**config.mk**
```make
export PLATFORM = sky130hd
export DESIGN_NAME = julia_escape_time_rotated_core
export DESIGN_NICKNAME = d
export VERILOG_FILES = /design/src/hw/rtl/jetr_pkg.sv /design/src/hw/rtl/jetr_mul.sv /design/src/hw/rtl/jetr_dp.sv /design/src/hw/rtl/jetr_seq.sv /design/src/hw/rtl/julia_escape_time_rotated_core.sv
export SDC_FILE = /design/constraint.sdc
export NUM_CORES = 2
export LEC_CHECK = 0
export ABC_AREA = 0
export BUFFER_PORTS_ARGS = -buffer_cell sky130_fd_sc_hd__buf_2
export CORE_ASPECT_RATIO = 2
export CORE_UTILIZATION = 44
export CTS_CLUSTER_DIAMETER = 150
export DETAILED_ROUTE_END_ITERATION = 12
export GPL_TIMING_DRIVEN = 0
export PLACE_DENSITY = 0.67
export SLEW_MARGIN = 10
export SYNTH_ARGS = -nofsm -noshare
export SYNTH_HDL_FRONTEND = slang
export SYNTH_SLANG_ARGS = --single-unit
```
**constraint.sdc**
```tcl
create_clock -name i_clk -period 13.21 [get_ports i_clk]
set_clock_uncertainty 0.1 [all_clocks]
set_input_delay 1.321 -clock i_clk [delete_from_list [all_inputs] [get_ports i_clk]]
set_output_delay 1.321 -clock i_clk [all_outputs]
set_load 0.05 [all_outputs]
```
**src/hw/rtl/jetr_pkg.sv**
```systemverilog
// Shared types, constants and helper functions for the rotated Julia escape-time core.
// Used by every module of the block; depends on nothing else.
package jetr_pkg;

    // Frame geometry.
    localparam int FRAME_WIDTH  = 1024;
    localparam int FRAME_HEIGHT = 768;

    // Datapath widths.
    localparam int PIX_W      = 10;
    localparam int COORD_W    = 13;   // pixel minus half frame, signed
    localparam int ROT_W      = 16;   // rotated integer coordinate, signed
    localparam int TRIG_W     = 16;   // Q1.14 sine and cosine
    localparam int Q_W        = 32;   // Q4.28 plane values
    localparam int PROD_W     = 64;   // full product of the shared multiplier
    localparam int CNT_W      = 8;
    localparam int MODE_W     = 2;
    localparam int COLOUR_W   = 32;
    localparam int CFG_IDX_W  = 3;
    localparam int CFG_DATA_W = 32;
    localparam int FRAC_BITS  = 28;
    localparam int ROT_FRAC   = 14;

    localparam logic signed [PROD_W-1:0] HALF_WIDTH = PROD_W'(FRAME_WIDTH / 2);
    localparam logic signed [COORD_W-1:0] HALF_WIDTH_C = COORD_W'(FRAME_WIDTH / 2);
    localparam logic signed [COORD_W-1:0] HALF_HEIGHT_C = COORD_W'(FRAME_HEIGHT / 2);
    localparam logic signed [PROD_W-1:0] ROW_BIAS =
        PROD_W'((FRAME_HEIGHT / 2) * (1 << ROT_FRAC));
    localparam logic signed [PROD_W-1:0] ROT_ROUND = PROD_W'((1 << ROT_FRAC) - 1);

    // Julia constant c = 0.4585 + 0.4585i and squared bailout radius, Q4.28 / Q8.56.
    localparam logic signed [PROD_W-1:0] C_CONST = 64'sd123077657;
    localparam logic [PROD_W-1:0] BAIL_Q56 = 64'd563489559 << FRAC_BITS;
    localparam logic signed [PROD_W-1:0] Q_MAX = 64'sd2147483647;
    localparam logic signed [PROD_W-1:0] Q_MIN = -64'sd2147483648;

    localparam int COLOUR_SCALE = 20;
    localparam int SCALED_W     = 13;

    // Configuration register indexes.
    localparam logic [CFG_IDX_W-1:0] CFG_ROTATE_SINE     = 3'd0;
    localparam logic [CFG_IDX_W-1:0] CFG_ROTATE_COSINE   = 3'd1;
    localparam logic [CFG_IDX_W-1:0] CFG_STEP_REAL       = 3'd2;
    localparam logic [CFG_IDX_W-1:0] CFG_STEP_IMAG       = 3'd3;
    localparam logic [CFG_IDX_W-1:0] CFG_ORIGIN_REAL     = 3'd4;
    localparam logic [CFG_IDX_W-1:0] CFG_ORIGIN_IMAG     = 3'd5;
    localparam logic [CFG_IDX_W-1:0] CFG_ITERATION_LIMIT = 3'd6;
    localparam logic [CFG_IDX_W-1:0] CFG_COLOUR_MODE     = 3'd7;

    // Color lane codes.
    localparam logic [MODE_W-1:0] MODE_BLUE  = 2'd0;
    localparam logic [MODE_W-1:0] MODE_GREEN = 2'd1;
    localparam logic [MODE_W-1:0] MODE_RED   = 2'd2;

    // Register values after reset.
    localparam logic [TRIG_W-1:0]  RST_SINE      = 16'd0;
    localparam logic [TRIG_W-1:0]  RST_COSINE    = 16'd16384;
    localparam logic [Q_W-1:0]     RST_STEP_RE   = 32'd524801;
    localparam logic [Q_W-1:0]     RST_STEP_IM   = 32'd699962;
    localparam logic [Q_W-1:0]     RST_ORIGIN_RE = 32'hF18D_2E52;
    localparam logic [Q_W-1:0]     RST_ORIGIN_IM = 32'd44800267;
    localparam logic [CNT_W-1:0]   RST_LIMIT     = 8'd200;
    localparam logic [MODE_W-1:0]  RST_MODE      = MODE_BLUE;

    // Operand pairs for the shared multiplier.
    typedef enum logic [3:0] {
        MUL_DX_COS,
        MUL_DY_SIN,
        MUL_DX_SIN,
        MUL_DY_COS,
        MUL_RX_STEP,
        MUL_RY_STEP,
        MUL_ZR_ZR,
        MUL_ZI_ZI,
        MUL_ZR_ZI
    } t_mul_op;

    typedef struct packed {
        t_mul_op op;
        logic    ld_pix;
        logic    ld_sr;
        logic    ld_rx;
        logic    ld_ry;
        logic    ld_zr_map;
        logic    ld_zi_map;
        logic    ld_zr_iter;
        logic    ld_zi_iter;
    } t_dp_ctrl;

    typedef struct packed {
        logic [TRIG_W-1:0] sine;
        logic [TRIG_W-1:0] cosine;
        logic [Q_W-1:0]    step_re;
        logic [Q_W-1:0]    step_im;
        logic [Q_W-1:0]    origin_re;
        logic [Q_W-1:0]    origin_im;
        logic [CNT_W-1:0]  limit;
        logic [MODE_W-1:0] mode;
    } t_cfg;

    // Clamp a wide value to the Q4.28 range.
    function automatic logic signed [Q_W-1:0] sat_q(input logic signed [PROD_W-1:0] v);
        logic signed [Q_W-1:0] r;
        if (v > Q_MAX) begin
            r = Q_MAX[Q_W-1:0];
        end else if (v < Q_MIN) begin
            r = Q_MIN[Q_W-1:0];
        end else begin
            r = v[Q_W-1:0];
        end
        return r;
    endfunction

    // Divide by 2^14 with truncation toward zero.
    function automatic logic signed [PROD_W-1:0] trunc_rot(
        input logic signed [PROD_W-1:0] v
    );
        logic signed [PROD_W-1:0] b;
        b = v[PROD_W-1] ? (v + ROT_ROUND) : v;
        return b >>> ROT_FRAC;
    endfunction

endpackage

```
**src/hw/rtl/jetr_mul.sv**
```systemverilog
// Shared signed 32 by 32 multiplier with a registered 64-bit product.
// Depends on jetr_pkg for widths.
module jetr_mul
    import jetr_pkg::*;
(
    input  logic                     i_clk,
    input  logic signed [Q_W-1:0]    i_a,
    input  logic signed [Q_W-1:0]    i_b,
    output logic signed [PROD_W-1:0] o_prod
);

    logic signed [PROD_W-1:0] r_prod;

    always_ff @(posedge i_clk) begin
        r_prod <= i_a * i_b;
    end

    assign o_prod = r_prod;

endmodule

```
**src/hw/rtl/jetr_dp.sv**
```systemverilog
// Datapath: operand selection for the shared multiplier, rotation, plane mapping
// and the z update. Depends on jetr_pkg and jetr_mul.
module jetr_dp
    import jetr_pkg::*;
(
    input  logic             i_clk,
    input  t_dp_ctrl         i_ctrl,
    input  t_cfg             i_cfg,
    input  logic [PIX_W-1:0] i_pixel_column,
    input  logic [PIX_W-1:0] i_pixel_row,
    output logic             o_bail
);

    logic signed [COORD_W-1:0] r_dx;
    logic signed [COORD_W-1:0] r_dy;
    logic signed [ROT_W-1:0]   r_rx;
    logic signed [ROT_W-1:0]   r_ry;
    logic signed [PROD_W-1:0]  r_sr;
    logic signed [Q_W-1:0]     r_zr;
    logic signed [Q_W-1:0]     r_zi;

    logic signed [Q_W-1:0]     w_a;
    logic signed [Q_W-1:0]     w_b;
    logic signed [PROD_W-1:0]  w_prod;
    logic signed [PROD_W-1:0]  w_rot_x;
    logic signed [PROD_W-1:0]  w_rot_y;
    logic signed [Q_W-1:0]     w_zr_map;
    logic signed [Q_W-1:0]     w_zi_map;
    logic signed [Q_W-1:0]     w_zr_iter;
    logic signed [Q_W-1:0]     w_zi_iter;
    logic [PROD_W-1:0]         w_mag;

    always_comb begin
        w_a = r_zr;
        w_b = r_zr;
        case (i_ctrl.op)
            MUL_DX_COS: begin
                w_a = Q_W'(r_dx);
                w_b = Q_W'($signed(i_cfg.cosine));
            end
            MUL_DY_SIN: begin
                w_a = Q_W'(r_dy);
                w_b = Q_W'($signed(i_cfg.sine));
            end
            MUL_DX_SIN: begin
                w_a = Q_W'(r_dx);
                w_b = Q_W'($signed(i_cfg.sine));
            end
            MUL_DY_COS: begin
                w_a = Q_W'(r_dy);
                w_b = Q_W'($signed(i_cfg.cosine));
            end
            MUL_RX_STEP: begin
                w_a = Q_W'(r_rx);
                w_b = $signed(i_cfg.step_re);
            end
            MUL_RY_STEP: begin
                w_a = Q_W'(r_ry);
                w_b = $signed(i_cfg.step_im);
            end
            MUL_ZR_ZR: begin
                w_a = r_zr;
                w_b = r_zr;
            end
            MUL_ZI_ZI: begin
                w_a = r_zi;
                w_b = r_zi;
            end
            MUL_ZR_ZI: begin
                w_a = r_zr;
                w_b = r_zi;
            end
            default: begin
                w_a = r_zr;
                w_b = r_zr;
            end
        endcase
    end

    jetr_mul u_mul (
        .i_clk  (i_clk),
        .i_a    (w_a),
        .i_b    (w_b),
        .o_prod (w_prod)
    );

    // Rotation: r_sr holds the first product, w_prod the second.
    assign w_rot_x = trunc_rot(r_sr - w_prod) + HALF_WIDTH;
    assign w_rot_y = trunc_rot(r_sr + w_prod + ROW_BIAS);

    assign w_zr_map = sat_q(w_prod + PROD_W'($signed(i_cfg.origin_re)));
    assign w_zi_map = sat_q(w_prod + PROD_W'($signed(i_cfg.origin_im)));

    // z update: r_sr is zr^2, w_prod is zi^2 (real part) or zr*zi (imaginary part).
    assign w_zr_iter = sat_q(((r_sr - w_prod) >>> FRAC_BITS) + C_CONST);
    assign w_zi_iter = sat_q((w_prod >>> (FRAC_BITS - 1)) + C_CONST);

    // Both squares are non-negative and at most 2^62, so the sum cannot wrap.
    assign w_mag  = $unsigned(r_sr) + $unsigned(w_prod);
    assign o_bail = (w_mag >= BAIL_Q56);

    always_ff @(posedge i_clk) begin
        if (i_ctrl.ld_pix) begin
            r_dx <= $signed({{(COORD_W-PIX_W){1'b0}}, i_pixel_column}) - HALF_WIDTH_C;
            r_dy <= $signed({{(COORD_W-PIX_W){1'b0}}, i_pixel_row}) - HALF_HEIGHT_C;
        end
        if (i_ctrl.ld_sr) begin
            r_sr <= w_prod;
        end
        if (i_ctrl.ld_rx) begin
            r_rx <= w_rot_x[ROT_W-1:0];
        end
        if (i_ctrl.ld_ry) begin
            r_ry <= w_rot_y[ROT_W-1:0];
        end
        if (i_ctrl.ld_zr_map) begin
            r_zr <= w_zr_map;
        end else if (i_ctrl.ld_zr_iter) begin
            r_zr <= w_zr_iter;
        end
        if (i_ctrl.ld_zi_map) begin
            r_zi <= w_zi_map;
        end else if (i_ctrl.ld_zi_iter) begin
            r_zi <= w_zi_iter;
        end
    end

endmodule

```
**src/hw/rtl/jetr_seq.sv**
```systemverilog
// Sequencer: steps the shared multiplier through rotation, mapping and iteration,
// counts iterations and holds the output register. Depends on jetr_pkg.
module jetr_seq
    import jetr_pkg::*;
(
    input  logic                i_clk,
    input  logic                i_rst_n,
    input  t_cfg                i_cfg,
    input  logic                i_in_valid,
    output logic                o_in_stall,
    input  logic                i_out_stall,
    output logic                o_out_valid,
    output logic [CNT_W-1:0]    o_escape_count,
    output logic [COLOUR_W-1:0] o_pixel_colour,
    input  logic                i_bail,
    output t_dp_ctrl            o_ctrl
);

    typedef enum logic [3:0] {
        ST_IDLE,
        ST_ROT_A,
        ST_ROT_B,
        ST_ROT_C,
        ST_ROT_D,
        ST_MAP_A,
        ST_MAP_B,
        ST_MAP_C,
        ST_IT_A,
        ST_IT_B,
        ST_IT_C,
        ST_DONE
    } t_state;

    t_state              r_state;
    logic [CNT_W-1:0]    r_count;
    logic                r_out_valid;
    logic [CNT_W-1:0]    r_out_count;
    logic [COLOUR_W-1:0] r_out_colour;

    logic [CNT_W-1:0]    n_count;
    logic [SCALED_W-1:0] w_scaled;
    logic [COLOUR_W-1:0] w_colour;
    logic                w_out_free;

    assign n_count    = r_count + CNT_W'(1);
    assign w_out_free = !r_out_valid || !i_out_stall;
    assign w_scaled   = SCALED_W'(r_count) * SCALED_W'(COLOUR_SCALE);

    always_comb begin
        case (i_cfg.mode)
            MODE_BLUE:  w_colour = COLOUR_W'(w_scaled);
            MODE_GREEN: w_colour = COLOUR_W'({w_scaled, 8'd0});
            default:    w_colour = COLOUR_W'({w_scaled, 16'd0});
        endcase
    end

    always_comb begin
        o_ctrl    = '0;
        o_ctrl.op = MUL_ZR_ZR;
        case (r_state)
            ST_IDLE: begin
                o_ctrl.ld_pix = i_in_valid;
            end
            ST_ROT_A: begin
                o_ctrl.op = MUL_DX_COS;
            end
            ST_ROT_B: begin
                o_ctrl.op    = MUL_DY_SIN;
                o_ctrl.ld_sr = 1'b1;
            end
            ST_ROT_C: begin
                o_ctrl.op    = MUL_DX_SIN;
                o_ctrl.ld_rx = 1'b1;
            end
            ST_ROT_D: begin
                o_ctrl.op    = MUL_DY_COS;
                o_ctrl.ld_sr = 1'b1;
            end
            ST_MAP_A: begin
                o_ctrl.op    = MUL_RX_STEP;
                o_ctrl.ld_ry = 1'b1;
            end
            ST_MAP_B: begin
                o_ctrl.op        = MUL_RY_STEP;
                o_ctrl.ld_zr_map = 1'b1;
            end
            ST_MAP_C: begin
                o_ctrl.op        = MUL_ZR_ZR;
                o_ctrl.ld_zi_map = 1'b1;
            end
            ST_IT_A: begin
                o_ctrl.op         = MUL_ZR_ZR;
                o_ctrl.ld_zi_iter = 1'b1;
            end
            ST_IT_B: begin
                o_ctrl.op    = MUL_ZI_ZI;
                o_ctrl.ld_sr = 1'b1;
            end
            ST_IT_C: begin
                o_ctrl.op         = MUL_ZR_ZI;
                o_ctrl.ld_zr_iter = !i_bail;
            end
            default: begin
                o_ctrl.op = MUL_ZR_ZR;
            end
        endcase
    end

    always_ff @(posedge i_clk) begin
        if (!i_rst_n) begin
            r_state     <= ST_IDLE;
            r_count     <= '0;
            r_out_valid <= 1'b0;
        end else begin
            // A finished result refills the output register; otherwise a taken beat empties it.
            if (r_state == ST_DONE && w_out_free) begin
                r_out_valid <= 1'b1;
            end else if (!i_out_stall) begin
                r_out_valid <= 1'b0;
            end
            case (r_state)
                ST_IDLE: begin
                    if (i_in_valid) begin
                        r_state <= ST_ROT_A;
                    end
                end
                ST_ROT_A: r_state <= ST_ROT_B;
                ST_ROT_B: r_state <= ST_ROT_C;
                ST_ROT_C: r_state <= ST_ROT_D;
                ST_ROT_D: r_state <= ST_MAP_A;
                ST_MAP_A: r_state <= ST_MAP_B;
                ST_MAP_B: r_state <= ST_MAP_C;
                ST_MAP_C: begin
                    r_count <= '0;
                    r_state <= (i_cfg.limit == '0) ? ST_DONE : ST_IT_B;
                end
                ST_IT_A: r_state <= ST_IT_B;
                ST_IT_B: r_state <= ST_IT_C;
                ST_IT_C: begin
                    if (i_bail) begin
                        r_state <= ST_DONE;
                    end else begin
                        r_count <= n_count;
                        r_state <= (n_count == i_cfg.limit) ? ST_DONE : ST_IT_A;
                    end
                end
                ST_DONE: begin
                    if (w_out_free) begin
                        r_out_count  <= r_count;
                        r_out_colour <= w_colour;
                        r_state      <= ST_IDLE;
                    end
                end
                default: r_state <= ST_IDLE;
            endcase
        end
    end

    assign o_in_stall     = (r_state != ST_IDLE);
    assign o_out_valid    = r_out_valid;
    assign o_escape_count = r_out_count;
    assign o_pixel_colour = r_out_colour;

endmodule

```
**src/hw/rtl/julia_escape_time_rotated_core.sv**
```systemverilog
// Top level of the rotated Julia escape-time core: configuration registers,
// sequencer and datapath. Depends on jetr_pkg, jetr_seq, jetr_dp and jetr_mul.
//
// Usage: each input beat carries one pixel position (column, row). The core
// rotates it about the frame center with the configured sine and cosine, maps
// it onto the complex plane with the configured step and origin, and iterates
// z = z*z + c until |z|^2 reaches the squared bailout radius or the iteration
// limit. Each input beat yields exactly one output beat with the iteration
// count and a color word, count*20 starting at the blue, green or red byte lane.
//
// All multiplications run on a single 32x32 multiplier with a registered
// product. Rotation and mapping come first; each iteration then computes
// zr^2, zi^2 and zr*zi in turn, and a zero limit skips the iterations. The
// core takes one pixel at a time: o_in_stall is high from acceptance until
// the result moves into the output register. The next pixel is accepted
// even while the previous result still waits. If the receiver stalls long
// enough, a finished second result waits in the sequencer until the
// register frees.
// Synchronous active-low reset returns the configuration registers to their
// default values, empties the output register and leaves the core ready for
// a new beat. Configuration writes take effect at once, so the user must
// see that they are made only while no pixel is in flight; the core itself
// does not enforce this.
module julia_escape_time_rotated_core
    import jetr_pkg::*;
(
    input  logic                  i_clk,
    input  logic                  i_rst_n,
    // Pixel input channel.
    input  logic                  i_in_valid,
    output logic                  o_in_stall,
    input  logic [PIX_W-1:0]      i_pixel_column,
    input  logic [PIX_W-1:0]      i_pixel_row,
    // Result output channel.
    output logic                  o_out_valid,
    input  logic                  i_out_stall,
    output logic [CNT_W-1:0]      o_escape_count,
    output logic [COLOUR_W-1:0]   o_pixel_colour,
    // Configuration write port.
    input  logic                  i_cfg_we,
    input  logic [CFG_IDX_W-1:0]  i_cfg_index,
    input  logic [CFG_DATA_W-1:0] i_cfg_data
);

    t_cfg     r_cfg;
    t_dp_ctrl w_ctrl;
    logic     w_bail;

    // Configuration registers; each takes the low bits of the write data.
    always_ff @(posedge i_clk) begin
        if (!i_rst_n) begin
            r_cfg.sine      <= RST_SINE;
            r_cfg.cosine    <= RST_COSINE;
            r_cfg.step_re   <= RST_STEP_RE;
            r_cfg.step_im   <= RST_STEP_IM;
            r_cfg.origin_re <= RST_ORIGIN_RE;
            r_cfg.origin_im <= RST_ORIGIN_IM;
            r_cfg.limit     <= RST_LIMIT;
            r_cfg.mode      <= RST_MODE;
        end else if (i_cfg_we) begin
            case (i_cfg_index)
                CFG_ROTATE_SINE:     r_cfg.sine      <= i_cfg_data[TRIG_W-1:0];
                CFG_ROTATE_COSINE:   r_cfg.cosine    <= i_cfg_data[TRIG_W-1:0];
                CFG_STEP_REAL:       r_cfg.step_re   <= i_cfg_data[Q_W-1:0];
                CFG_STEP_IMAG:       r_cfg.step_im   <= i_cfg_data[Q_W-1:0];
                CFG_ORIGIN_REAL:     r_cfg.origin_re <= i_cfg_data[Q_W-1:0];
                CFG_ORIGIN_IMAG:     r_cfg.origin_im <= i_cfg_data[Q_W-1:0];
                CFG_ITERATION_LIMIT: r_cfg.limit     <= i_cfg_data[CNT_W-1:0];
                CFG_COLOUR_MODE:     r_cfg.mode      <= i_cfg_data[MODE_W-1:0];
                default: begin
                end
            endcase
        end
    end

    // The sequencer owns the handshakes and the output register.
    jetr_seq u_seq (
        .i_clk          (i_clk),
        .i_rst_n        (i_rst_n),
        .i_cfg          (r_cfg),
        .i_in_valid     (i_in_valid),
        .o_in_stall     (o_in_stall),
        .i_out_stall    (i_out_stall),
        .o_out_valid    (o_out_valid),
        .o_escape_count (o_escape_count),
        .o_pixel_colour (o_pixel_colour),
        .i_bail         (w_bail),
        .o_ctrl         (w_ctrl)
    );

    // The datapath holds the pixel, rotated point and z, around the shared multiplier.
    jetr_dp u_dp (
        .i_clk          (i_clk),
        .i_ctrl         (w_ctrl),
        .i_cfg          (r_cfg),
        .i_pixel_column (i_pixel_column),
        .i_pixel_row    (i_pixel_row),
        .o_bail         (w_bail)
    );

    // An accepted pixel keeps the core busy on the next cycle.
    a_busy_after_accept: assert property (@(posedge i_clk) disable iff (!i_rst_n)
        (i_in_valid && !o_in_stall) |=> o_in_stall)
        else $error("core not busy after accepting a pixel beat");

    // The core only becomes ready again when it hands a result to the output register.
    a_ready_with_result: assert property (@(posedge i_clk) disable iff (!i_rst_n)
        $fell(o_in_stall) |-> o_out_valid)
        else $error("core became ready without presenting a result");

    // The reported count never exceeds the iteration limit.
    a_count_in_limit: assert property (@(posedge i_clk) disable iff (!i_rst_n)
        o_out_valid |-> (o_escape_count <= r_cfg.limit))
        else $error("escape count exceeds the iteration limit");

endmodule

```
==> results by group <==
STA
  • Fin crit share: 101%
  • RSZ-0062 raised after global routing: false
  • Max Slew Vio Count: 4
  • Setup ws final: -169 ps
  • Fin crit period: 13,380 ps
  • Final Setup Violations: 5
  • Setup tns final: -553 ps
  • Tightest Pin Transition: 1560 ps
  • Final hold vios: 0
  • Rel. slew slack: -4.69%
  • F_max: 74.7 MHz

Setup path
  • Delay-heaviest family, CP: adder cells
  • Critical path buffers and inverters: 8
  • Worst Setup End Kind: flop
  • Critical Path Fanout Max: 10
  • WS Path Type: reg -> reg
  • Crit path max-delay cell type: a21oi_1
  • Arrival time at the worst endpoint: 13,770 ps
  • Startpoint Class: flop
  • Worst path max stage delay: 780 ps
  • Most common cell on crit path: fa_1
  • Critical Path RT: 13,600 ps

Clock tree
  • Total clock sinks: 463
  • Clock tree buffer depth: 3
  • Num CTS Buffers: 43
  • Worst skew pair latency: 650 ps
  • CTS root buf: clkbuf_16
  • CTS tree: built
  • Worst-path clk slew: 80 ps
  • H-tree depth: 2

Synthesis
  • Mapped Cells: 8,557
  • Seq/Total Area, Yosys: 15.6%
  • Synth cell count leaders: inv_1 (1,319), nand2_1 (1,211), fa_1 (1,147), nor2_1 (775), ha_1 (518)
  • Most instantiated library cell after synthesis: inv_1
  • Syn Area/Cell: 8.57 µm²
  • Synth area leaders: fa_1 (31%), edfxtp_1 (8.8%), ha_1 (8.8%)
  • Synth warn: 0
  • Area leader, netlist: fa_1
  • Yosys reg bits: 463
  • Cell Area, Synth: 0.0733 mm²
  • Number of enable flip-flop cells after synthesis: 216
  • Yosys top cell area share: 31.3%
  • Post-synthesis cell type count: 94
  • Commonest register cell after synthesis: dfxtp_1
  • Synth async-reset ratio: 0%

GRT
  • Vias in the first global route: 70,400
  • Initial antenna violation count: 47
  • Largest net degree at the start of global routing: 49
  • Total Routing Usage GR: 44.4%
  • Grt total ovfl: 0
  • Wire length of the first global-routing pass: 518,000 µm

Routing
  • # DRC: 0
  • Post-Route WL: 372,000 µm
  • Vias: 66,700
  • Drt pass-1 iters: 8
  • ANT nets after route: 0
  • Routed len/inst: 34.1 µm
  • Vias per Instance: 6.11
  • DR iter-0 viols: 5,380

Run status
  • Failing checks: capacitance limit, slew limit, setup timing
  • Status: finished with violations

Placed design
  • Placed cell area: 0.0770 mm²
  • HPWL after DPL: 314,000 µm
  • Gpl congestion: 1.07
  • PortBufs: 92

Finish
  • Area taken by multi-input logic gates: 0.0557 mm²
  • Final core utilization: 47.7%
  • Final nets: 10,400
  • Share of cells above drive strength 1: 4.63%
  • Register area: 0.0114 mm²
  • Final std cell area, no fill: 0.0788 mm²
  • Filler Cell Count: 16,500
  • Synth-to-Final Area Change: 7.46%

Worst hold path
  • Tightest Hold Check Type: reg -> reg

Floorplanning
  • Initial Util: 44.4%
  • Row cnt: 211
  • Die area: 0.168 mm²
  • Die X: 291 µm
  • Die Ht: 579 µm
  • Total I/O pin count: 102
  • Core area: 0.165 mm²

Job
  • Max_cap viols: 3
-- per-layer routing --
| layer | wire length [µm] | share of wire (%) | global-route usage (%) |
|---|---|---|---|
| met5 | 125 | 0.034 | 0 |
| met4 | 61700 | 17 | 60.6 |
| met2 | 184000 | 49 | 77.3 |
| met1 | 104000 | 28 | 37.0 |
| met3 | 22600 | 6.1 | 9.03 |
-- tightest hold or removal path: stages, from the launching register on --
cell and delay (ps):
dfxtp_1 320, nand2_1 50, a21oi_1 50
-- state kept, by name, summed over array words and instances (netlist names) --
register	cells
r_cfg	170
u_dp.r_ry	16
u_dp.u_mul.o_prod	64
u_dp.r_dx	10
u_dp.r_zr	32
u_seq.o_pixel_colour	27
u_dp.r_rx	16
u_seq.o_escape_count	8
u_seq.r_count	8
u_dp.r_zi	32
u_seq.r_state	4
u_dp.r_dy	11
u_seq.o_out_valid	1
u_dp.r_sr	64
-- final cells by class --
type / count / share of cell area [%]
Antenna cell: 31 / 0.0984
Buffer: 382 / 2.08
Clock buffer: 51 / 1.44
Tap cell: 2130 / 3.38
Timing Repair Buffer: 124 / 1.14
Inverter: 1326 / 6.32
Sequential cell: 463 / 14.5
Multi-Input combinational cell: 6376 / 70.7
Clock inverter: 29 / 0.367
-- path summary, 6_finish.rpt --
kind | startpoint | to | slack (ps) | depth (start not counted)
hold / removal | r_cfg[147] | r_cfg[147] | 360 | 2
setup / recovery | u_seq.r_state[0] | u_dp.u_mul.o_prod[61] | -170 | 35
setup reg to reg | u_seq.r_state[0] | u_dp.u_mul.o_prod[61] | -170 | 35
hold reg to reg | r_cfg[147] | r_cfg[147] | 360 | 2
-- cells by family (layout without fill, tap and decap cells) --
kind of cell / Yosys count / in the layout / synth area share (%)
flops: 463 / 463 / 15.6
xor+xnor: 377 / 377 / 4.51
mux: 20 / 20 / 0.280
fa+ha+maj: 1665 / 1665 / 40.1
buf+inv: 1722 / 1912 / 8.90
compound gates: 1589 / 1589 / 14.4
other cells: 1 / 36 / 0.00511
simple gates: 2720 / 2720 / 16.2
-- stage by stage --
| step | setup WS (ps) | hold WS, ps | std cells |
|---|---|---|---|
| floorplan | 2680 | 306 | 8561 |
| global placement | -2080 | 341 | 10800 |
| detailed placement | -1580 | 349 | 10800 |
| CTS | 4.11 | 359 | 10900 |
| global route | 1.71 | 380 | 10900 |
| finish | -169 | 361 | 10900 |
-- placed cells by master, fill, tap and decap left out, drive strengths merged, types with 20 or more instances in the layout --
master / n
o22ai: 33
a21o: 185
edfxtp: 216
a21boi: 37
ha: 518
inv: 1329
o21a: 91
clkinv: 20
dfxtp: 247
xor2: 97
nor2: 775
fa: 1147
a22oi: 51
a222oi: 37
and3: 49
nor3: 102
a21oi: 477
xnor2: 280
nor2b: 40
o21bai: 66
o21ai: 242
o211ai: 34
a211oi: 38
nand2: 1211
o31ai: 31
nand3: 171
a221oi: 23
diode: 31
and2: 50
nor4: 49
a31oi: 59
or3: 33
clkbuf: 393
nand4: 74
buf: 157
a221o: 28
nand2b: 80
-- what timing repair did --
item                                    4_1_cts  5_1_grt
pin swaps                                     0        1
resized for setup                            72       63
buffers inserted                              0        2
hold buffers                                  0        0
hold endpoints to repair                      0        0
endpoints found under the setup margin       27       11
Power is not shown: default switching activity piles up to over one toggle a cycle in this logic, so the estimate is an artifact.
